<file path="config.mk">
export PLATFORM = sky130hd
export DESIGN_NAME = weighted_random_selector
export DESIGN_NICKNAME = d
export VERILOG_FILES = /design/src/sv/wrs_pkg.sv /design/src/sv/wrs_ram.sv /design/src/sv/wrs_mod.sv /design/src/sv/weighted_random_selector.sv
export SDC_FILE = /design/constraint.sdc
export NUM_CORES = 2
export LEC_CHECK = 0
export ABC_AREA = 1
export BUFFER_PORTS_ARGS = -buffer_cell sky130_fd_sc_hd__buf_2
export CORE_ASPECT_RATIO = 2
export CORE_MARGIN = 2
export CORE_UTILIZATION = 40
export CTS_CLUSTER_DIAMETER = 40
export DETAILED_ROUTE_END_ITERATION = 8
export PLACE_DENSITY = 0.62
export SYNTH_ARGS = -nofsm -noshare
export SYNTH_HDL_FRONTEND = slang
export SYNTH_SLANG_ARGS = --single-unit
</file>
<file path="constraint.sdc">
create_clock -name clock -period 7.7 [get_ports clock]
set_input_delay 1.155 -clock clock [delete_from_list [all_inputs] [get_ports clock]]
set_output_delay 1.155 -clock clock [all_outputs]
set_load 0.03 [all_outputs]
</file>
<file path="src/sv/wrs_pkg.sv">
// Shared constants for the weighted random selector.
`default_nettype none

package wrs_pkg;

   // Command codes carried by an input item.
   localparam logic CMD_WRITE  = 1'b0;
   localparam logic CMD_SELECT = 1'b1;

   // Fixed field widths of the ports.
   localparam int RND_BITS       = 32;
   localparam int IDX_BITS       = 7;
   localparam int COUNT_BITS     = 8;
   localparam int WEIGHT_IN_BITS = 16;

endpackage

`default_nettype wire

</file>
<file path="src/sv/wrs_ram.sv">
// Generic single-write, single-read RAM with a registered read port.
`default_nettype none

module wrs_ram #(
   parameter int WIDTH = 17,
   parameter int DEPTH = 128
) (
   input  wire logic                     clock,
   input  wire logic                     wr_en,
   input  wire logic [$clog2(DEPTH)-1:0] wr_addr,
   input  wire logic [WIDTH-1:0]         wr_data,
   input  wire logic [$clog2(DEPTH)-1:0] rd_addr,
   output logic      [WIDTH-1:0]         rd_data
);

   logic [WIDTH-1:0] mem_ff [DEPTH];
   logic [WIDTH-1:0] rd_data_ff;

   always_ff @(posedge clock) begin
      if (wr_en) begin
         mem_ff[wr_addr] <= wr_data;
      end
      rd_data_ff <= mem_ff[rd_addr];
   end

   assign rd_data = rd_data_ff;

endmodule

`default_nettype wire

</file>
<file path="src/sv/wrs_mod.sv">
// Bit-serial restoring remainder unit: one dividend bit per cycle.
`default_nettype none

module wrs_mod #(
   parameter int DIV_BITS = 23
) (
   input  wire logic                          clock,
   input  wire logic                          reset,
   input  wire logic                          start,
   input  wire logic [wrs_pkg::RND_BITS-1:0]  dividend,
   input  wire logic [DIV_BITS-1:0]           divisor,
   output logic                               done,
   output logic      [DIV_BITS-1:0]           remainder
);

   localparam int STEP_BITS = $clog2(wrs_pkg::RND_BITS);

   logic                          run_ff,  run_in;
   logic                          done_ff, done_in;
   logic [STEP_BITS-1:0]          step_ff, step_in;
   logic [wrs_pkg::RND_BITS-1:0]  shift_ff, shift_in;
   logic [DIV_BITS-1:0]           div_ff, div_in;
   logic [DIV_BITS-1:0]           rem_ff, rem_in;
   logic [DIV_BITS:0]             trial;
   logic [DIV_BITS:0]             diff;

   assign trial = {rem_ff, shift_ff[wrs_pkg::RND_BITS-1]};
   assign diff  = trial - {1'b0, div_ff};

   always_comb begin
      run_in   = run_ff;
      done_in  = 1'b0;
      step_in  = step_ff;
      shift_in = shift_ff;
      div_in   = div_ff;
      rem_in   = rem_ff;
      if (start) begin
         run_in   = 1'b1;
         step_in  = '0;
         shift_in = dividend;
         div_in   = divisor;
         rem_in   = '0;
      end else if (run_ff) begin
         shift_in = shift_ff << 1;
         if (trial >= {1'b0, div_ff}) begin
            rem_in = diff[DIV_BITS-1:0];
         end else begin
            rem_in = trial[DIV_BITS-1:0];
         end
         step_in = step_ff + 1'b1;
         if (step_ff == STEP_BITS'(wrs_pkg::RND_BITS - 1)) begin
            run_in  = 1'b0;
            done_in = 1'b1;
         end
      end
   end

   always_ff @(posedge clock) begin
      if (reset) begin
         run_ff  <= 1'b0;
         done_ff <= 1'b0;
      end else begin
         run_ff  <= run_in;
         done_ff <= done_in;
      end
      step_ff  <= step_in;
      shift_ff <= shift_in;
      div_ff   <= div_in;
      rem_ff   <= rem_in;
   end

   assign done      = done_ff;
   assign remainder = rem_ff;

endmodule

`default_nettype wire

</file>
<file path="src/sv/weighted_random_selector.sv">
// Top level of the weighted random selector: sequencer, weight table and total.
// A write passes through S_WRITE; a select runs the serial remainder in S_MOD and then
// scans with one table read per entry scanned, ending early on a hit; a select with
// a zero enabled total answers without a scan. Count writes rescan the table.
// Throughput: one item at a time; busy stays high until the item is finished.
// Reset clears control state and then sweeps the table to zero, one entry per cycle,
// over all MAX_SERVERS entries with busy high. Results are one-cycle strobes; no stall.
`default_nettype none

module weighted_random_selector #(
   parameter int MAX_SERVERS = 128,
   parameter int WEIGHT_BITS = 16
) (
   input  wire logic                                clock,
   input  wire logic                                reset,
   input  wire logic                                start,
   output logic                                     busy,
   input  wire logic                                req_command,
   input  wire logic [wrs_pkg::IDX_BITS-1:0]        req_entry_index,
   input  wire logic [wrs_pkg::WEIGHT_IN_BITS-1:0]  req_entry_weight,
   input  wire logic                                req_entry_enabled,
   input  wire logic [wrs_pkg::RND_BITS-1:0]        req_random_value,
   output logic                                     rsp_valid,
   output logic      [wrs_pkg::IDX_BITS-1:0]        rsp_selected_index,
   output logic                                     rsp_found,
   input  wire logic                                csr_valid,
   output logic                                     csr_ready,
   input  wire logic [wrs_pkg::COUNT_BITS-1:0]      csr_server_count
);

   // Address, count and total widths all follow from the table shape.
   localparam int AW = $clog2(MAX_SERVERS);
   localparam int CW = $clog2(MAX_SERVERS + 1);
   localparam int TB = WEIGHT_BITS + AW;
   localparam int WW = WEIGHT_BITS + 1;
   localparam int RESET_COUNT = (MAX_SERVERS < 128) ? MAX_SERVERS : 128;

   localparam logic [2:0] S_CLEAR = 3'd0;
   localparam logic [2:0] S_IDLE  = 3'd1;
   localparam logic [2:0] S_WRITE = 3'd2;
   localparam logic [2:0] S_MOD   = 3'd3;
   localparam logic [2:0] S_SCAN  = 3'd4;
   localparam logic [2:0] S_SUM   = 3'd5;

   logic [2:0]               state_ff,   state_in;
   logic [CW-1:0]            cnt_ff,     cnt_in;
   logic [CW-1:0]            used_ff,    used_in;
   logic [TB-1:0]            total_ff,   total_in;
   logic [TB-1:0]            cum_ff,     cum_in;
   logic                     rd_vld_ff,  rd_vld_in;
   logic [AW-1:0]            rd_idx_ff,  rd_idx_in;
   logic [AW-1:0]            wr_idx_ff,  wr_idx_in;
   logic [WW-1:0]            wr_word_ff, wr_word_in;
   logic                     in_rng_ff,  in_rng_in;
   logic                     rsp_vld_ff, rsp_vld_in;
   logic                     found_ff,   found_in;
   logic [wrs_pkg::IDX_BITS-1:0] sel_ff, sel_in;

   // Table port signals.
   logic                     ram_we;
   logic [AW-1:0]            ram_waddr;
   logic [WW-1:0]            ram_wdata;
   logic [AW-1:0]            ram_raddr;
   logic [WW-1:0]            ram_rdata;

   logic                     rd_en;
   logic [WEIGHT_BITS-1:0]   rd_w;
   logic [TB-1:0]            rd_term;
   logic [TB-1:0]            cum_next;
   logic [TB-1:0]            residue;
   logic                     accept;
   logic                     csr_fire;
   logic                     issue;
   logic                     scan_end;
   logic                     mod_start;
   logic                     mod_done;

   assign accept   = start && (state_ff == S_IDLE);
   assign csr_fire = csr_valid && csr_ready;

   // The table word holds the enabled mark above the weight.
   assign rd_en    = ram_rdata[WW-1];
   assign rd_w     = ram_rdata[WEIGHT_BITS-1:0];
   assign rd_term  = rd_en ? TB'(rd_w) : '0;
   assign cum_next = cum_ff + rd_term;

   // During a scan one entry is requested per cycle until the count in use is reached.
   // Read data arrives in the following cycle, tagged by rd_vld_ff and rd_idx_ff.
   assign issue    = (cnt_ff < used_ff);
   assign scan_end = !rd_vld_ff && !issue;

   wrs_mod #(
      .DIV_BITS (TB)
   ) u_mod (
      .clock     (clock),
      .reset     (reset),
      .start     (mod_start),
      .dividend  (req_random_value),
      .divisor   (total_ff),
      .done      (mod_done),
      .remainder (residue)
   );

   wrs_ram #(
      .WIDTH (WW),
      .DEPTH (MAX_SERVERS)
   ) u_table (
      .clock   (clock),
      .wr_en   (ram_we),
      .wr_addr (ram_waddr),
      .wr_data (ram_wdata),
      .rd_addr (ram_raddr),
      .rd_data (ram_rdata)
   );

   always_comb begin
      state_in   = state_ff;
      cnt_in     = cnt_ff;
      used_in    = used_ff;
      total_in   = total_ff;
      cum_in     = cum_ff;
      rd_vld_in  = 1'b0;
      rd_idx_in  = cnt_ff[AW-1:0];
      wr_idx_in  = wr_idx_ff;
      wr_word_in = wr_word_ff;
      in_rng_in  = in_rng_ff;
      rsp_vld_in = 1'b0;
      found_in   = found_ff;
      sel_in     = sel_ff;
      ram_we     = 1'b0;
      ram_waddr  = cnt_ff[AW-1:0];
      ram_wdata  = '0;
      ram_raddr  = cnt_ff[AW-1:0];
      mod_start  = 1'b0;

      case (state_ff)
         S_CLEAR: begin
            // Sweep the table to zero after reset; the total is already zero.
            ram_we = 1'b1;
            cnt_in = cnt_ff + 1'b1;
            if (cnt_ff == CW'(MAX_SERVERS - 1)) begin
               state_in = S_IDLE;
            end
            if (csr_fire) begin
               used_in = (32'(csr_server_count) > 32'(MAX_SERVERS)) ?
                         CW'(MAX_SERVERS) : CW'(csr_server_count);
            end
         end
         S_IDLE: begin
            ram_raddr = AW'(req_entry_index);
            cnt_in    = '0;
            cum_in    = '0;
            if (csr_fire) begin
               // A new count changes which entries add to the total: rescan.
               used_in  = (32'(csr_server_count) > 32'(MAX_SERVERS)) ?
                          CW'(MAX_SERVERS) : CW'(csr_server_count);
               state_in = S_SUM;
            end else if (accept) begin
               if (req_command == wrs_pkg::CMD_WRITE) begin
                  // An entry beyond the table is dropped without effect.
                  if (32'(req_entry_index) < 32'(MAX_SERVERS)) begin
                     wr_idx_in  = AW'(req_entry_index);
                     wr_word_in = {req_entry_enabled, WEIGHT_BITS'(req_entry_weight)};
                     in_rng_in  = (32'(req_entry_index) < 32'(used_ff));
                     state_in   = S_WRITE;
                  end
               end else if (total_ff == '0) begin
                  // Nothing enabled in range: answer not found at once.
                  rsp_vld_in = 1'b1;
                  found_in   = 1'b0;
                  sel_in     = '0;
               end else begin
                  mod_start = 1'b1;
                  state_in  = S_MOD;
               end
            end
         end
         S_WRITE: begin
            // The old entry is on the read port now; swap its share of the total.
            if (in_rng_ff) begin
               total_in = total_ff - rd_term
                        + (wr_word_ff[WW-1] ? TB'(wr_word_ff[WEIGHT_BITS-1:0]) : TB'(0));
            end
            ram_we    = 1'b1;
            ram_waddr = wr_idx_ff;
            ram_wdata = wr_word_ff;
            state_in  = S_IDLE;
         end
         S_MOD: begin
            cnt_in = '0;
            cum_in = '0;
            if (mod_done) begin
               state_in = S_SCAN;
            end
         end
         S_SCAN, S_SUM: begin
            if (issue) begin
               rd_vld_in = 1'b1;
               cnt_in    = cnt_ff + 1'b1;
            end
            if (rd_vld_ff) begin
               cum_in = cum_next;
            end
            if (state_ff == S_SCAN) begin
               // The running sum stays at or below the residue until the pick,
               // so a zero-weight entry can never be the first to exceed it.
               if (rd_vld_ff && (cum_next > residue)) begin
                  rsp_vld_in = 1'b1;
                  found_in   = 1'b1;
                  sel_in     = wrs_pkg::IDX_BITS'(rd_idx_ff);
                  state_in   = S_IDLE;
               end else if (scan_end) begin
                  rsp_vld_in = 1'b1;
                  found_in   = 1'b0;
                  sel_in     = '0;
                  state_in   = S_IDLE;
               end
            end else if (scan_end) begin
               total_in = cum_ff;
               state_in = S_IDLE;
            end
         end
         default: begin
            state_in = S_IDLE;
         end
      endcase
   end

   always_ff @(posedge clock) begin
      if (reset) begin
         state_ff   <= S_CLEAR;
         cnt_ff     <= '0;
         used_ff    <= CW'(RESET_COUNT);
         total_ff   <= '0;
         rd_vld_ff  <= 1'b0;
         rsp_vld_ff <= 1'b0;
      end else begin
         state_ff   <= state_in;
         cnt_ff     <= cnt_in;
         used_ff    <= used_in;
         total_ff   <= total_in;
         rd_vld_ff  <= rd_vld_in;
         rsp_vld_ff <= rsp_vld_in;
      end
      cum_ff     <= cum_in;
      rd_idx_ff  <= rd_idx_in;
      wr_idx_ff  <= wr_idx_in;
      wr_word_ff <= wr_word_in;
      in_rng_ff  <= in_rng_in;
      found_ff   <= found_in;
      sel_ff     <= sel_in;
   end

   // A count write is taken during the sweep or when idle, but never in the
   // same cycle as an accepted item.
   assign busy      = (state_ff != S_IDLE);
   assign csr_ready = (state_ff == S_CLEAR) || ((state_ff == S_IDLE) && !start);

   assign rsp_valid          = rsp_vld_ff;
   assign rsp_found          = found_ff;
   assign rsp_selected_index = sel_ff;

endmodule

`default_nettype wire

</file>
==> flow_metrics.env <==
export IMPL_nets=9098
export IMPL_clk_path_buf_depth=4
export IMPL_drtPass1Iterations=7
export IMPL_placedCellCount=12000
export IMPL_synth_area_leaders="edfxtp_1, nand3_1, nand2_1"
export IMPL_hold_start="cnt_ff[4]"
export IMPL_path_clk_slew_ps=70
export IMPL_ys_warn_count=0
export IMPL_numCtsBuffers=204
export IMPL_stdcell_count=12300
export IMPL_tightest_slew_ps=1350
export IMPL_crit_path_max_fanout=16
export IMPL_grt_antenna_before_repair=5
export IMPL_drt_iter0_markers=7415
export IMPL_p_leak_nw=41.5
export IMPL_worstSetupPathType="reg2reg"
export IMPL_ir_worst_vdd_v=0.000175
export IMPL_setup_worst_path_start_class="register"
export IMPL_synth_top_area_share_pct=68.2
export IMPL_drive_gt1_share_pct=7.68
export IMPL_busiest_layer="met2"
export IMPL_crit_start="u_table.rd_data[16]"
export IMPL_fin_worst_skew_ps=94.8
export IMPL_met1_usage_pct=26.3
export IMPL_cts_root_buf="clkbuf_16"
export IMPL_drtAntennaViolNets=0
export IMPL_htreeDepth=4
export IMPL_end_kind="register"
export IMPL_seq_area_mm2=0.0706
export IMPL_die_y_um=714
export IMPL_dieArea_mm2=0.256
export IMPL_stdcell_area_mm2=0.112
export IMPL_via_count=70300
export IMPL_rr_startpoint="u_table.rd_data[16]"
export IMPL_cts_sinks=2385
export IMPL_wirelength_um=315000
export IMPL_overflow=0
export IMPL_detail_route_wl_per_cell_um=25.5
export IMPL_ys_async_sr_fraction_pct=0
export IMPL_powerDensity_mw_per_mm2=243
export IMPL_core_area_mm2=0.250
export IMPL_syn_area_mm2=0.101
export IMPL_syn_inst=8908
export IMPL_ctsHoldBuffers=0
export IMPL_grt_pass1_wl_um=454000
export IMPL_hold_violations=0
export IMPL_status="finished, final reports clean"
export IMPL_ys_flop_type="edfxtp_1"
export IMPL_setup_viol=0
export IMPL_met2_usage_pct=42.1
export IMPL_synth_seq_cells=2385
export IMPL_grt_max_degree=175
export IMPL_cts_resized=0
export IMPL_drc=0
export IMPL_drv_slew=0
export IMPL_max_slew_margin_pct=10.2
export IMPL_area_delta_synth_final_pct=11.1
export IMPL_ys_types=44
export IMPL_grtUsageMet3_pct=2.99
export IMPL_fin_crit_sh_pct=61.3
export IMPL_finalSetupTns_ps=0
export IMPL_multiInputGateArea_mm2=0.0267
export IMPL_clk_latency_ps=910
export IMPL_grt_pass1_vias=68300
export IMPL_rows=260
export IMPL_track_usage_pct=24.0
export IMPL_yosysMostFrequentCell="nand3_1"
export IMPL_yosysTopAreaCell="edfxtp_1"
export IMPL_synth_nets=9099
export IMPL_portBuffers=79
export IMPL_post_cts_buffers=0
export IMPL_cts_tree="built"
export IMPL_max_freq_ghz=0.212
export IMPL_nFillCells=22800
export IMPL_synth_edf_count=2287
export IMPL_place_gp_congestion=0.965
export IMPL_maxCapViolations=0
export IMPL_worstPathRequired_ps=8330
export IMPL_io_pins=80
export IMPL_cp_arrival_ps=5350
export IMPL_avgSynthCellArea_um2=11.3
export IMPL_hp_class="reg2reg"
export IMPL_placed_cell_area_mm2=0.105
export IMPL_die_width_um=359
export IMPL_vias_per_cell=5.69
export IMPL_ys_top_cells_by_count="nand3_1, nand2_1, edfxtp_1, inv_1, nor2_1"
export IMPL_period_needed_ps=4720
export IMPL_start_util_pct=40.2
export IMPL_rsz0062_at_grt="no"
export IMPL_yosysSeqAreaShare_pct=70.1
export IMPL_dp_hpwl_um=188000
-- worst paths after layout --
| kind | endpoint | slack [ps] | depth (start not counted) |
|---|---|---|---|
| setup reg to reg | rsp_selected_index[4] | 2980 | 21 |
| hold / removal | rd_idx_ff[4] | 410 | 0 |
| setup / recovery | rsp_selected_index[4] | 2980 | 21 |
| hold reg to reg | rd_idx_ff[4] | 410 | 0 |
-- kinds of logic (layout without fill, tap and decap cells) --
logic type	count (synthesis)	after routing	synth area share [%]
and+or+nand+nor	5219	5219	22.7
AOI/OAI and AO/OA	297	297	1.63
adders and majority gates	122	122	1.65
DFF	2385	2385	70.1
other	0	6	0
xor gates and xnor gates	38	38	0.331
buffers and inverters	847	1005	3.57
-- per-layer routing --
metal | routed length, um | vias up
li1 | - | 31400
met1 | 106000 | 34800
met2 | 161000 | 3233
met3 | 21300 | 850
met4 | 26600 | 2
met5 | 14 | -
-- placed cells by master, fill, tap and decap left out, types with 7 or more instances in the layout --
master,n
buf_4,232
nand3b_1,7
inv_1,295
nand4_1,22
nand2_1,2416
dfxtp_1,98
xor2_1,19
or2_2,7
fa_1,18
nor2_4,17
nor2_2,18
ha_1,104
o21bai_1,11
a211oi_1,7
nor4_1,10
nor3_1,33
nand3_1,2428
clkbuf_16,207
a31oi_1,7
a21oi_1,126
o211ai_1,13
buf_2,79
clkinv_1,39
xnor2_1,19
edfxtp_1,2287
o21ai_0,92
nor2_1,252
buf_12,24
clkbuf_1,34
clkinv_2,39
bufinv_16,23
-- per-stage QoR --
step           total power, W  utilization [%]  hold slack (ps)  setup WS (ps)
2_1_floorplan          0.0160                -              365           2660
3_3_place_gp           0.0169             42.0              397           2810
3_5_place_dp           0.0169             42.0              393           3000
4_1_cts                0.0272             44.7              402           2990
5_1_grt                0.0279             44.7              409           2520
6_report               0.0271             44.7              405           2980
-- area by class of cell --
cell class              instances  area share [%]
clock buffers                 246            4.81
clock inverters               119            1.10
inverters                     305            1.03
diodes                          6          0.0134
multi-input cells            5676            23.9
repair buffers                335            2.34
flip-flops and latches       2385            63.1
well taps                    3275            3.66
-- critical path, stage by stage, from the launching register on --
cell      delay [ps]
dfxtp_1          620
nand2_1          110
inv_1            120
ha_1             240
fa_1             250
nand3_1          110
nand3_1          110
a21oi_1          100
o21ai_0          510
a21boi_0         300
o21bai_1         250
xnor2_1          180
inv_1             80
ha_1             320
a21oi_1          160
o21ai_0          100
o21ai_0          200
nand3_1          140
nand2_1          130
nand2_1           60
a21oi_1          170
inv_1            190
-- report_power, final --
group	total, W	leakage [nW]	switching [W]	internal [W]
clock network	0.0105	3.25	0.00474	0.00576
logic	0.00257	14.8	0.00184	0.000734
registers	0.0141	23.5	0.0000372	0.0140
total	0.0271	41.5	0.00661	0.0205
-- sequential cells by signal, indices dropped and copies added (netlist names), 3 cells and up --
| name | count |
|---|---|
| cum_ff | 23 |
| u_mod.step_ff | 5 |
| rsp_selected_index | 7 |
| total_ff | 23 |
| u_table.rd_data | 17 |
| u_mod.div_ff | 23 |
| state_ff | 3 |
| wr_idx_ff | 7 |
| u_mod.remainder | 23 |
| used_ff | 8 |
| u_mod.shift_ff | 32 |
| cnt_ff | 8 |
| rd_idx_ff | 7 |
| wr_word_ff | 17 |
| u_table.mem_ff | 2176 |
No activity file was read; power rests on OpenSTA's default activity.
